--- src/rtl/chb_pkg.sv ---
// Shared types, character codes and result codes for the chunked body decoder.
// No dependencies; the front end, queue, core, top level and checker import it.
package chb_pkg;

	localparam int SIZE_BITS   = 32;
	localparam int LENGTH_BITS = 32;
	localparam int LEN_OUT_BITS = 32;

	localparam int QDEPTH = 4;
	localparam int QA_BITS = $clog2(QDEPTH);
	localparam int QC_BITS = $clog2(QDEPTH + 1);

	localparam logic [7:0] CH_CR   = 8'd13;
	localparam logic [7:0] CH_LF   = 8'd10;
	localparam logic [7:0] CH_SEMI = 8'd59;

	localparam logic ACT_BYTE    = 1'b0;
	localparam logic ACT_RESTART = 1'b1;

	localparam logic [1:0] KIND_DATA     = 2'd0;
	localparam logic [1:0] KIND_COMPLETE = 2'd1;
	localparam logic [1:0] KIND_ERROR    = 2'd2;

	localparam logic [1:0] ERR_NONE     = 2'd0;
	localparam logic [1:0] ERR_BAD_SIZE = 2'd1;
	localparam logic [1:0] ERR_OVERFLOW = 2'd2;
	localparam logic [1:0] ERR_DATA_END = 2'd3;

	// line_match meanings: size line verdict, data end CR seen, trailer match count
	localparam logic [1:0] LM_GOOD   = 2'd0;
	localparam logic [1:0] LM_BAD    = 2'd1;
	localparam logic [1:0] LM_OVF    = 2'd2;
	localparam logic [1:0] LM_NONE   = 2'd0;
	localparam logic [1:0] LM_CR     = 2'd1;
	localparam logic [1:0] LM_CRLF   = 2'd2;
	localparam logic [1:0] LM_CRLFCR = 2'd3;

	typedef struct packed {
		logic       restart;
		logic       is_cr;
		logic       is_lf;
		logic       is_semi;
		logic       is_hex;
		logic [3:0] hex_val;
		logic [7:0] data;
	} chb_item_t;

	typedef enum logic [7:0] {
		ST_SIZE    = 8'b0000_0001,
		ST_SIZE_CR = 8'b0000_0010,
		ST_EXT     = 8'b0000_0100,
		ST_EXT_CR  = 8'b0000_1000,
		ST_DATA    = 8'b0001_0000,
		ST_DATA_CR = 8'b0010_0000,
		ST_DATA_LF = 8'b0100_0000,
		ST_TRAILER = 8'b1000_0000
	} chb_state_t;

	// {valid, value} of an ASCII hex digit
	function automatic logic [4:0] hex_decode(input logic [7:0] b);
		logic [4:0] r;
		r = 5'd0;
		if (b >= 8'h30 && b <= 8'h39) begin
			r = {1'b1, 4'(b - 8'h30)};
		end else if (b >= 8'h61 && b <= 8'h66) begin
			r = {1'b1, 4'(b - 8'h57)};
		end else if (b >= 8'h41 && b <= 8'h46) begin
			r = {1'b1, 4'(b - 8'h37)};
		end
		return r;
	endfunction

endpackage

--- src/rtl/chb_in_if.sv ---
// Input channel of the chunked body decoder: valid/ready plus an action and one body byte.
// No dependencies.
interface chb_in_if;
	logic       valid;
	logic       ready;
	logic       action;
	logic [7:0] data_byte;

	modport source(output valid, action, data_byte, input ready);
	modport sink(input valid, action, data_byte, output ready);
endinterface

--- src/rtl/chb_out_if.sv ---
// Result channel of the chunked body decoder: valid/ready plus one result.
// No dependencies.
interface chb_out_if;
	logic        valid;
	logic        ready;
	logic [1:0]  kind;
	logic [7:0]  payload_byte;
	logic [1:0]  error_code;
	logic [31:0] decoded_length;

	modport source(output valid, kind, payload_byte, error_code, decoded_length,
		input ready);
	modport sink(input valid, kind, payload_byte, error_code, decoded_length,
		output ready);
endinterface

--- src/rtl/chb_front.sv ---
// Front end: accepts input transactions and classifies each byte.
// Depends on chb_pkg and chb_in_if.
module chb_front
	import chb_pkg::*;
(
	chb_in_if.sink    body_in,
	input  logic      q_full,
	output logic      push,
	output chb_item_t push_item
);
	logic [4:0] hx;

	assign hx = hex_decode(body_in.data_byte);

	assign body_in.ready = !q_full;
	assign push          = body_in.valid && !q_full;

	always_comb begin
		push_item.restart = (body_in.action == ACT_RESTART);
		push_item.is_cr   = (body_in.data_byte == CH_CR);
		push_item.is_lf   = (body_in.data_byte == CH_LF);
		push_item.is_semi = (body_in.data_byte == CH_SEMI);
		push_item.is_hex  = hx[4];
		push_item.hex_val = hx[3:0];
		push_item.data    = body_in.data_byte;
	end
endmodule

--- src/rtl/chb_queue.sv ---
// Short queue of classified bytes between front end and decoder core.
// Depends on chb_pkg.
module chb_queue
	import chb_pkg::*;
(
	input  logic      clk,
	input  logic      arst_n,
	input  logic      push,
	input  chb_item_t push_item,
	output logic      full,
	input  logic      pop,
	output logic      pop_valid,
	output chb_item_t pop_item
);
	chb_item_t          mem_q [QDEPTH];
	logic [QA_BITS-1:0] wr_ptr_q;
	logic [QA_BITS-1:0] rd_ptr_q;
	logic [QC_BITS-1:0] count_q;
	logic               do_pop;

	assign full      = (count_q == QC_BITS'(QDEPTH));
	assign pop_valid = (count_q != '0);
	assign pop_item  = mem_q[rd_ptr_q];
	assign do_pop    = pop && pop_valid;

	always_ff @(posedge clk) begin
		if (push) begin
			mem_q[wr_ptr_q] <= push_item;
		end
	end

	always_ff @(posedge clk or negedge arst_n) begin
		if (!arst_n) begin
			wr_ptr_q <= '0;
			rd_ptr_q <= '0;
			count_q  <= '0;
		end else begin
			if (push) begin
				wr_ptr_q <= wr_ptr_q + QA_BITS'(1);
			end
			if (do_pop) begin
				rd_ptr_q <= rd_ptr_q + QA_BITS'(1);
			end
			if (push && !do_pop) begin
				count_q <= count_q + QC_BITS'(1);
			end else if (do_pop && !push) begin
				count_q <= count_q - QC_BITS'(1);
			end
		end
	end
endmodule

--- src/rtl/chb_back.sv ---
// Decoder core: runs the chunk state machine on classified bytes and holds
// the result register. Depends on chb_pkg and chb_out_if.
module chb_back
	import chb_pkg::*;
(
	input  logic       clk,
	input  logic       arst_n,
	input  logic       q_valid,
	input  chb_item_t  q_item,
	output logic       pop,
	chb_out_if.source  result_out
);
	chb_state_t           st_q, st_d;
	logic [SIZE_BITS-1:0] acc_q, acc_d;
	logic [SIZE_BITS-1:0] left_q, left_d;
	logic [LENGTH_BITS-1:0] tot_q, tot_d;
	logic                 seen_q, seen_d;
	logic [1:0]           lm_q, lm_d;
	logic                 stop_q, stop_d;
	logic [1:0]           lm_eff;
	logic                 out_valid_q;
	logic [1:0]           kind_q;
	logic [7:0]           pay_q;
	logic [1:0]           err_q;
	logic [LEN_OUT_BITS-1:0] len_q;
	logic                 res_v;
	logic [1:0]           res_kind;
	logic [7:0]           res_pay;
	logic [1:0]           res_err;
	logic [63:0]          tot_ext;
	logic                 advance;

	assign advance = !out_valid_q || result_out.ready;
	assign pop     = advance && q_valid;
	assign tot_ext = 64'(tot_q);
	assign lm_eff  = (st_q == ST_SIZE_CR) ? LM_BAD : lm_q;

	always_comb begin
		st_d     = st_q;
		acc_d    = acc_q;
		left_d   = left_q;
		tot_d    = tot_q;
		seen_d   = seen_q;
		lm_d     = lm_q;
		stop_d   = stop_q;
		res_v    = 1'b0;
		res_kind = KIND_DATA;
		res_pay  = 8'd0;
		res_err  = ERR_NONE;
		if (q_item.restart) begin
			st_d   = ST_SIZE;
			acc_d  = '0;
			left_d = '0;
			tot_d  = '0;
			seen_d = 1'b0;
			lm_d   = LM_GOOD;
			stop_d = 1'b0;
		end else if (!stop_q) begin
			unique case (st_q)
				ST_SIZE, ST_SIZE_CR: begin
					if (st_q == ST_SIZE_CR && q_item.is_lf) begin
						// end of size line
						acc_d  = '0;
						seen_d = 1'b0;
						lm_d   = LM_GOOD;
						if (lm_q == LM_BAD || !seen_q) begin
							stop_d = 1'b1; res_v = 1'b1;
							res_kind = KIND_ERROR; res_err = ERR_BAD_SIZE;
						end else if (lm_q == LM_OVF) begin
							stop_d = 1'b1; res_v = 1'b1;
							res_kind = KIND_ERROR; res_err = ERR_OVERFLOW;
						end else if (acc_q == '0) begin
							st_d = ST_TRAILER;
							lm_d = LM_CRLF;
						end else begin
							st_d   = ST_DATA;
							left_d = acc_q;
						end
					end else begin
						st_d = ST_SIZE;
						lm_d = lm_eff;
						if (q_item.is_cr) begin
							st_d = ST_SIZE_CR;
						end else if (q_item.is_semi) begin
							st_d = ST_EXT;
						end else if (!q_item.is_hex) begin
							lm_d = LM_BAD;
						end else begin
							seen_d = 1'b1;
							if (lm_eff == LM_GOOD) begin
								if (|acc_q[SIZE_BITS-1 -: 4]) begin
									lm_d = LM_OVF;
								end else begin
									acc_d = {acc_q[SIZE_BITS-5:0], q_item.hex_val};
								end
							end
						end
					end
				end
				ST_EXT: begin
					if (q_item.is_cr) begin
						st_d = ST_EXT_CR;
					end
				end
				ST_EXT_CR: begin
					if (q_item.is_lf) begin
						acc_d  = '0;
						seen_d = 1'b0;
						lm_d   = LM_GOOD;
						if (lm_q == LM_BAD || !seen_q) begin
							stop_d = 1'b1; res_v = 1'b1;
							res_kind = KIND_ERROR; res_err = ERR_BAD_SIZE;
						end else if (lm_q == LM_OVF) begin
							stop_d = 1'b1; res_v = 1'b1;
							res_kind = KIND_ERROR; res_err = ERR_OVERFLOW;
						end else if (acc_q == '0) begin
							st_d = ST_TRAILER;
							lm_d = LM_CRLF;
						end else begin
							st_d   = ST_DATA;
							left_d = acc_q;
						end
					end else if (!q_item.is_cr) begin
						st_d = ST_EXT;
					end
				end
				ST_DATA: begin
					tot_d  = tot_q + LENGTH_BITS'(1);
					left_d = left_q - SIZE_BITS'(1);
					if (left_q <= SIZE_BITS'(1)) begin
						left_d = '0;
						st_d   = ST_DATA_CR;
					end
					res_v   = 1'b1;
					res_pay = q_item.data;
				end
				ST_DATA_CR: begin
					lm_d = q_item.is_cr ? LM_CR : LM_NONE;
					st_d = ST_DATA_LF;
				end
				ST_DATA_LF: begin
					lm_d = LM_NONE;
					if (lm_q == LM_CR && q_item.is_lf) begin
						st_d = ST_SIZE;
					end else begin
						stop_d = 1'b1; res_v = 1'b1;
						res_kind = KIND_ERROR; res_err = ERR_DATA_END;
					end
				end
				ST_TRAILER: begin
					if (q_item.is_cr) begin
						lm_d = (lm_q == LM_CRLF) ? LM_CRLFCR : LM_CR;
					end else if (q_item.is_lf && lm_q == LM_CRLFCR) begin
						stop_d   = 1'b1;
						res_v    = 1'b1;
						res_kind = KIND_COMPLETE;
					end else if (q_item.is_lf && lm_q == LM_CR) begin
						lm_d = LM_CRLF;
					end else begin
						lm_d = LM_NONE;
					end
				end
				default: begin
					st_d = ST_SIZE;
				end
			endcase
		end
	end

	always_ff @(posedge clk or negedge arst_n) begin
		if (!arst_n) begin
			st_q        <= ST_SIZE;
			acc_q       <= '0;
			left_q      <= '0;
			tot_q       <= '0;
			seen_q      <= 1'b0;
			lm_q        <= LM_GOOD;
			stop_q      <= 1'b0;
			out_valid_q <= 1'b0;
		end else begin
			if (pop) begin
				st_q   <= st_d;
				acc_q  <= acc_d;
				left_q <= left_d;
				tot_q  <= tot_d;
				seen_q <= seen_d;
				lm_q   <= lm_d;
				stop_q <= stop_d;
			end
			if (advance) begin
				out_valid_q <= pop && res_v;
			end
		end
	end

	always_ff @(posedge clk) begin
		if (pop && res_v && advance) begin
			kind_q <= res_kind;
			pay_q  <= res_pay;
			err_q  <= res_err;
			len_q  <= (res_kind == KIND_COMPLETE) ? tot_ext[LEN_OUT_BITS-1:0] : '0;
		end
	end

	assign result_out.valid          = out_valid_q;
	assign result_out.kind           = kind_q;
	assign result_out.payload_byte   = pay_q;
	assign result_out.error_code     = err_q;
	assign result_out.decoded_length = len_q;
endmodule

--- src/rtl/http_chunked_body_decoder.sv ---
// HTTP chunked body decoder: one body byte in, at most one result out.
// Uses chb_pkg, chb_in_if, chb_out_if, chb_front, chb_queue and chb_back.
//
// Channels: body_in carries action (0 byte, 1 restart) and data_byte;
// result_out carries kind (payload byte, body complete, error), payload_byte,
// error_code and decoded_length. Both use valid/ready; a transaction moves
// at a rising edge where both are high.
// Throughput: one transaction per cycle on each side while the receiver keeps
// result_out.ready high. The chunk state machine then retires one queued
// byte per cycle; its state update (hex shift-in, byte count, length
// increment) is combinational. An accepted byte is written into the queue,
// then its result is captured in the result register.
// Bytes that make no result (size lines, CRLFs, trailers, bytes after a
// completion or error) are consumed silently. A restart transaction clears
// the decoder state and produces nothing.
// Reset (arst_n low) empties the queue and the result register and puts the
// decoder at the start of a size line.
// When the receiver stalls, the result register holds its transaction, the
// core stops, and the four-entry queue absorbs input until it fills; then
// body_in.ready drops.
module http_chunked_body_decoder
	import chb_pkg::*;
(
	input  logic      clk,
	input  logic      arst_n,
	chb_in_if.sink    body_in,
	chb_out_if.source result_out
);
	logic      push;
	chb_item_t push_item;
	logic      q_full;
	logic      pop;
	logic      q_valid;
	chb_item_t q_item;

	// classify and admit input bytes
	chb_front u_front (
		.body_in   (body_in),
		.q_full    (q_full),
		.push      (push),
		.push_item (push_item)
	);

	// decouple intake from the decoder core
	chb_queue u_queue (
		.clk       (clk),
		.arst_n    (arst_n),
		.push      (push),
		.push_item (push_item),
		.full      (q_full),
		.pop       (pop),
		.pop_valid (q_valid),
		.pop_item  (q_item)
	);

	// advance the chunk state machine and drive results
	chb_back u_back (
		.clk        (clk),
		.arst_n     (arst_n),
		.q_valid    (q_valid),
		.q_item     (q_item),
		.pop        (pop),
		.result_out (result_out)
	);
endmodule

--- src/flat_wrapper.sv ---
// flat-port wrapper written by rule: the top's interface ports become plain ports
module http_chunked_body_decoder_flat import chb_pkg::*;
  (clk, arst_n, body_in_valid, body_in_action, body_in_data_byte, body_in_ready, result_out_valid, result_out_kind, result_out_payload_byte, result_out_error_code, result_out_decoded_length, result_out_ready);
  chb_in_if body_in_i ();
  chb_out_if result_out_i ();
  input  logic clk;
  input  logic arst_n;
  input wire logic [$bits(body_in_i.valid)-1:0] body_in_valid;
  input wire logic [$bits(body_in_i.action)-1:0] body_in_action;
  input wire logic [$bits(body_in_i.data_byte)-1:0] body_in_data_byte;
  output wire logic [$bits(body_in_i.ready)-1:0] body_in_ready;
  output wire logic [$bits(result_out_i.valid)-1:0] result_out_valid;
  output wire logic [$bits(result_out_i.kind)-1:0] result_out_kind;
  output wire logic [$bits(result_out_i.payload_byte)-1:0] result_out_payload_byte;
  output wire logic [$bits(result_out_i.error_code)-1:0] result_out_error_code;
  output wire logic [$bits(result_out_i.decoded_length)-1:0] result_out_decoded_length;
  input wire logic [$bits(result_out_i.ready)-1:0] result_out_ready;
  assign body_in_i.valid = body_in_valid;
  assign body_in_i.action = body_in_action;
  assign body_in_i.data_byte = body_in_data_byte;
  assign body_in_ready = body_in_i.ready;
  assign result_out_valid = result_out_i.valid;
  assign result_out_kind = result_out_i.kind;
  assign result_out_payload_byte = result_out_i.payload_byte;
  assign result_out_error_code = result_out_i.error_code;
  assign result_out_decoded_length = result_out_i.decoded_length;
  assign result_out_i.ready = result_out_ready;
  http_chunked_body_decoder u_core (.clk(clk), .arst_n(arst_n), .body_in(body_in_i), .result_out(result_out_i));
endmodule
--- config.mk ---
export PLATFORM = sky130hd
export DESIGN_NAME = http_chunked_body_decoder_flat
export DESIGN_NICKNAME = d
export VERILOG_FILES = /design/src/rtl/chb_pkg.sv /design/src/rtl/chb_in_if.sv /design/src/rtl/chb_out_if.sv /design/src/rtl/chb_front.sv /design/src/rtl/chb_queue.sv /design/src/rtl/chb_back.sv /design/src/rtl/http_chunked_body_decoder.sv /design/src/flat_wrapper.sv
export SDC_FILE = /design/constraint.sdc
export NUM_CORES = 1
export LEC_CHECK = 0
export ABC_AREA = 1
export BUFFER_PORTS_ARGS = -buffer_cell sky130_fd_sc_hd__clkbuf_2
export CAP_MARGIN = 20
export CORE_MARGIN = 8
export CORE_UTILIZATION = 54
export CTS_BUF_LIST = sky130_fd_sc_hd__clkbuf_8
export CTS_CLUSTER_SIZE = 28
export DETAILED_ROUTE_END_ITERATION = 16
export GPL_ROUTABILITY_DRIVEN = 1
export PLACE_DENSITY = 0.72
export SLEW_MARGIN = 20
export SYNTH_ARGS = -nofsm -noshare
export SYNTH_HDL_FRONTEND = slang
export SYNTH_SLANG_ARGS = --single-unit
--- constraint.sdc ---
create_clock -name clk -period 2.85 [get_ports clk]
set_input_delay 0.4275 -clock clk [delete_from_list [all_inputs] [get_ports clk]]
set_output_delay 0.4275 -clock clk [all_outputs]
set_load 0.01 [all_outputs]
After elaboration in Yosys (flattened, before gate mapping)
Memory sizes are Yosys's and may differ from the RTL's. Cells that the tools add are included.

Add/sub/neg operators: 9. Magnitude comparators: 7. Equality and inequality tests: 30. Mux-type cells: 98. Bitwise gates (word level): 1. Reductions and logical operators: 38.

Operator list (number): 32-bit 2-to-1 mux (20); 32-bit one-hot mux with 3 select lines (1); 8-bit 2-to-1 mux (11); 32-bit one-hot mux with 2 select lines (1); 2-bit 2-to-1 mux (28); 8-bit one-hot mux with 7 select lines (1); 32-bit by 1-bit adder with 32-bit output (second input constant) (1); 32-bit by 1-bit less-or-equal comparator with 1-bit output (second input constant) (1); 32-bit logical NOT (1); 32-bit by 1-bit subtractor with 32-bit output (second input constant) (1); 4-bit by 3-bit inequality test with 1-bit output (second input constant) (7); 8-bit by 4-bit equality test with 1-bit output (second input constant) (3); 1-bit 2-to-1 mux (23); 8-bit by 6-bit equality test with 1-bit output (second input constant) (2); 8-bit by 7-bit >= comparator with 1-bit output (second input constant) (2); 8-bit by 7-bit less-or-equal comparator with 1-bit output (second input constant) (2); 5-bit 2-to-1 mux (3); 3-bit by 2-bit inequality test with 1-bit output (second input constant) (5); 7-bit AND reduction (2); 1-bit logical AND (13); 3-bit 2-to-1 mux (4); 2-bit one-hot mux with 5 select lines (1); 5-bit AND reduction (2); 9-bit AND reduction (1); other kinds (34) (47).

Bits in registers: 160. Bits in writable memories: 68. Bits of input ports: 13. Output and inout port bits: 46. Logic and storage cells: 199. Memories: 1.

Memory list: u_core.u_queue.mem_q (depth 4, width 17, rd ports 1, clocked after memory_dff 0, write ports 1, line chb_queue.sv:15) `chb_item_t mem_q [QDEPTH];`.

Depth between registers and ports, before layout
Depth in word-level cells: 11. Depth in mapped cells: 16. Depth with buffers taken out: 14.

By module
Synthesis repeated with hierarchy kept, for this count alone.

Cells, all modules: 1541. Area total of the unflattened synthesis: 12379.4 µm².

By module, submodules not included: chb_back (times used 1, cells each 1237, area an instance 8912.3 µm², seq. area each 4050.1 µm²); chb_queue (times used 1, cells each 253, area an instance 3168.0 µm², seq. area each 2217.1 µm²); chb_front (times used 1, cells each 51, area an instance 299.0 µm², seq. area each 0.0 µm²).

Least setup slack after synthesis
Ideal clock, no wire load.

Kind: register -> register. Start: register u_core.u_queue.rd_ptr_q[1]. End: register u_core.u_back.len_q[0] (netlist: u_core.u_back.result_out.decoded_length[0]), enable pin. Library setup time: 0.398 ns. Arrival: 2.368 ns. Data required time: 2.452 ns. Setup slack: 0.084 ns. Stages on the path, launching flop included: 11. Buffers on the path: 3. Period minus slack after synthesis: 2.766 ns. Path through: dfrtp_1 > buf_4 > inv_2 > nand3_1 > nand2_1 > buf_6 > inv_6 > buf_2 > nor3_1 > o21ai_0 > inv_1.

Word-level cells in the longest chain between the ends: 9. Elaborated cells on any way between the ends: 14. Classes of those cells: 8 x mux; 5 x reduce/logical; 1 x memory.

Ends and longest elaborated chain: start: declaration (line chb_queue.sv:17) `logic [QA_BITS-1:0] rd_ptr_q;`; start signal: assignment (line chb_queue.sv:42) `rd_ptr_q <= rd_ptr_q + QA_BITS'(1);`; memory 4 x 17 bit (*); 1-bit logical AND (line chb_back.sv:153) `end else if (q_item.is_lf && lm_q == LM_CRLFCR) begin`; 1-bit 2-to-1 mux (line chb_back.sv:153); 1-bit 2-to-1 mux (line chb_back.sv:151) `if (q_item.is_cr) begin`; 1-bit one-hot mux with 5 select lines (line chb_back.sv:59) `unique case (st_q)`; 1-bit 2-to-1 mux (line chb_back.sv:58) `end else if (!stop_q) begin`; 1-bit 2-to-1 mux (*) (line chb_back.sv:50) `if (q_item.restart) begin`; 1-bit logical AND (*) (2 in a row) (line chb_back.sv:197) `if (pop && res_v && advance) begin`; end signal: assignment (line chb_back.sv:201) `len_q <= (res_kind == KIND_COMPLETE) ? tot_ext[LEN_OUT_BITS-1:0] : '0;`; end: declaration (line chb_back.sv:25) `logic [LEN_OUT_BITS-1:0] len_q;`.

Mark *: on every way between the ends. The rest lies on a longest branch, timed or not. A chain may end at the register's enable or synchronous reset.

Worst setup path in the final report
Start: register u_core.u_queue.rd_ptr_q[0]. End: register u_core.u_back.left_q[20].

Word-level cells in the longest chain between the ends: 4. Elaborated cells on any way between the ends: 8. Classes of those cells: 3 x eq/ne; 1 x mux; 3 x reduce/logical; 1 x memory.

Ends and longest elaborated chain: memory 4 x 17 bit (*); 1-bit logical AND (line chb_back.sv:61) `if (st_q == ST_SIZE_CR && q_item.is_lf) begin`; 3-bit by 2-bit inequality test with 1-bit output (no line); 5-bit AND reduction (no line); end signal: assignment (line chb_back.sv:184) `left_q <= left_d;`; end: declaration (line chb_back.sv:15) `logic [SIZE_BITS-1:0] left_q, left_d;`.

Marked as above.

==> results_dict.tcl <==
set metrics [dict create \
    outcome "finished clean" \
    leakagePower_nw 6.16 \
    r2r-end "u_core.u_back.left_q[20]$_DFFE_PN0P_" \
    fin_crit_ns 2.71 \
    p_per_area_nw_per_um2 1080 \
    area_growth_pct 11.7 \
    cp-start-kind "flop" \
    whs_ns 0.138 \
    maxSlewViolCount 0 \
    avgViaCountPerCell 5.34 \
    period_share_pct 95.1 \
    rr_startpoint "u_core.u_queue.rd_ptr_q[0]$_DFFE_PN0P_" \
    nets 1576 \
    start_util_pct 54.9 \
    die_height_um 165 \
    hold_depth 1 \
    gp_congestion 0.931 \
    final.setup.tns_ns 0 \
    end_kind "flop" \
    worst-path-max-fanout 38 \
    ant_nets 0 \
    gr-total-overflow 0 \
    synth_warnings 0 \
    synthArstFlopShare_pct 50.9 \
    hp-start "body_in_action" \
    coreArea_um2 21800 \
    drt_first_pass_iters 5 \
    setup_slack_ns 0.141 \
    post-route-util_pct 61.3 \
    skew_ns 0.0202 \
    min_to "u_core.u_queue.mem_q[3][16]$_DFFE_PP_" \
    setup_viol 0 \
    dieArea_um2 27100 \
    regArea_um2 6270 \
    grt_max_degree 45 \
    rows 54 \
    ir_worst_vdd_v 0.000677 \
    syn_nets 1491 \
    num_antenna_cells 0 \
    drv_cap 0 \
    path_clk_slew_ns 0.06 \
    max_slew_margin_pct 56.1 \
    cts_tree "yes" \
    syn_inst 1465 \
    rsz0062_at_grt "false" \
    r2r_slack_ns 0.14 \
    ys_ff_latch 228 \
    numCtsBuffers 39 \
    grt_usage_pct 21.5 \
    finish.instance_area_um2 13300 \
    drt_drc_violations_left 0 \
    synth-seq-area-share_pct 52.5 \
    grt_pass1_wl_mm 47.5 \
    num_vias 9938 \
    drive_above_1_share_pct 12.1 \
    ff2ff_path_depth 14 \
    hold_viol 0 \
    die_w_um 165 \
    worst_pin_slew_ns 0.650 \
    io_buffers 58 \
    wl_per_cell_um 15.5 \
    antenna_found_initial 0 \
    drt-initial-drc-count 777 \
    cts.htree.levels 2 \
    clkLatencyLatePin_ns 0.54 \
    post_dp_cell_area_um2 12500 \
    syn_avg_cell_area_um2 8.15 \
    hold_path.class "primary input to flop" \
    io_pins 59 \
    place_ws_ns 0.200 \
    critPathKind "flop to flop" \
    synth_top_flop_cell "dfrtp_1" \
    ys_types 45 \
    cp-startpoint "u_core.u_queue.rd_ptr_q[0]$_DFFE_PN0P_" \
    dp_hpwl_mm 19.9 \
    fmax_mhz 369 \
    wl_mm 28.9 \
    syn_area_um2 11900 \
    crit_required_ns 3.31 \
    clk_path_buf_depth 3 \
    arrival_ns 3.17 \
    clock_tree.root_cell "clkbuf_8" \
    fillers 1921 \
    synth-edff-count 112 \
    multiInputGateArea_um2 4850 \
    cts.sinks 228 \
    grt_pass1_vias 9578 \
]
==> through the flow <==
step                      instances  power (W)
final                          1861     0.0144
after detailed placement       1787     0.0114
after CTS                      1860     0.0143
after global placement         1787     0.0112
after floorplan                1465    0.00970
after global routing           1861     0.0155
==> sequential cells by signal, indices dropped and copies added, names as in the netlist <==
name                                     cells
u_core.u_queue.count_q                       3
u_core.u_queue.rd_ptr_q                      2
u_core.u_back.result_out.kind                2
u_core.u_back.stop_q                         1
u_core.u_back.acc_q                         32
u_core.u_back.seen_q                         1
u_core.u_queue.mem_q                        68
u_core.u_back.result_out.valid               1
u_core.u_queue.wr_ptr_q                      2
u_core.u_back.lm_q                           2
u_core.u_back.result_out.error_code          2
u_core.u_back.st_q                           8
u_core.u_back.result_out.payload_byte        8
u_core.u_back.result_out.decoded_length     32
u_core.u_back.left_q                        32
u_core.u_back.tot_q                         32
==> Yosys cell counts, types with 2 or more instances <==
library cell  count  area (µm²)
nor2_1          229         860
nand2_1         435        1630
nor3b_1           2        15.0
buf_4             5        37.5
nor3_1           24         120
buf_6             9         101
inv_2             5        18.8
nor4_1           20         125
edfxtp_1        112        3360
o22ai_1          19         119
o31ai_1           2        15.0
nor2_2           28         175
nor2_8            2        40.0
nand4_1          24         150
nand2_2           2        12.5
xor2_1           18         158
o21ai_0          77         385
dfrtp_1         115        2880
xnor2_1           9        78.8
o21ai_1           4        20.0
buf_1             2        7.51
nand3_1          91         455
a21oi_1          33         165
nor2_4            4        45.0
inv_1           132         495
clkbuf_1         16        60.1
buf_2            17        85.1
ha_1             12         150
==> worst max path at each step <==
stage,endpoint,slack (ns),cells past startpoint
floorplan,u_core.u_back.result_out.decoded_length[0]$_SDFFCE_PP0P_,0.08,10
global placement,u_core.u_back.result_out.decoded_length[17]$_SDFFCE_PP0P_,0.32,11
detailed placement,u_core.u_back.result_out.decoded_length[15]$_SDFFCE_PP0P_,0.20,11
CTS,u_core.u_back.result_out.decoded_length[13]$_SDFFCE_PP0P_,0.18,11
global route,u_core.u_back.st_q[2]$_DFFE_PN0P_,0.004,12
finish,u_core.u_back.left_q[20]$_DFFE_PN0P_,0.14,14
==> critical path, cell delays in order (launching register included) <==
cell and delay (ns):
dfrtp_1 0.47, buf_4 0.24, nand2_1 0.07, nand3_1 0.08, nand2_1 0.13, inv_6 0.10, buf_4 0.42, nor2_4 0.11
nor2_8 0.13, inv_2 0.04, nor2_2 0.12, nand2_4 0.11, nor2_4 0.42, nand2_1 0.09, nand2_1 0.09
==> cell usage in the layout (no fill, tap or decap), drive strengths merged, types with 2 or more instances in the layout <==
master and n:
nor3 24, clkbuf 99, nor4 20, o31ai 2
dfrtp 115, nand2 438, xnor2 9, nand3 92
buf 34, xor2 18, ha 12, o21ai 81
nor2 264, nor3b 2, o22ai 19, edfxtp 112
nand4 25, a21oi 34, inv 155, bufinv 2
clkinv 12
==> area by class of cell <==
cell class | instances | area share (%)
Clock inverter | 30 | 1.35
Tap cell | 280 | 2.63
Inverter | 140 | 4.02
Multi-Input combinational cell | 1049 | 36.4
Sequential cell | 228 | 47.0
Clock buffer | 42 | 4.34
Timing Repair Buffer | 92 | 4.22
==> where the power goes <==
part | switching, W | leakage, nW | total [W] | internal, W
registers | 0.000373 | 2.61 | 0.00438 | 0.00400
logic | 0.00490 | 3.11 | 0.00709 | 0.00219
clock network | 0.00135 | 0.444 | 0.00290 | 0.00155
==> logic make-up after synthesis <==
kind of cell | count (synthesis) | share of synthesized area, %
AOI/OAI and AO/OA | 140 | 6.25
DFF | 228 | 52.5
xor gates and xnor gates | 27 | 1.98
buffers and inverters | 189 | 6.91
and+or+nand+nor | 868 | 30.9
adders and majority gates | 13 | 1.43
==> timing repair <==
item	4_1_cts	5_1_grt
hold endpoints to repair	36	0
gates resized for setup	0	2
setup endpoints to repair	0	45
hold buffers	1	0
setup buffers	0	0
==> metal layers <==
layer	track usage, %	up-vias	share of wire, %
met5	0	-	0
met4	6.72	0	1.7
met3	3.34	45	6.5
met1	30.0	4656	46
li1	-	4943	-
met2	34.1	294	46
Note: power is estimated with default switching activity, not from simulation.
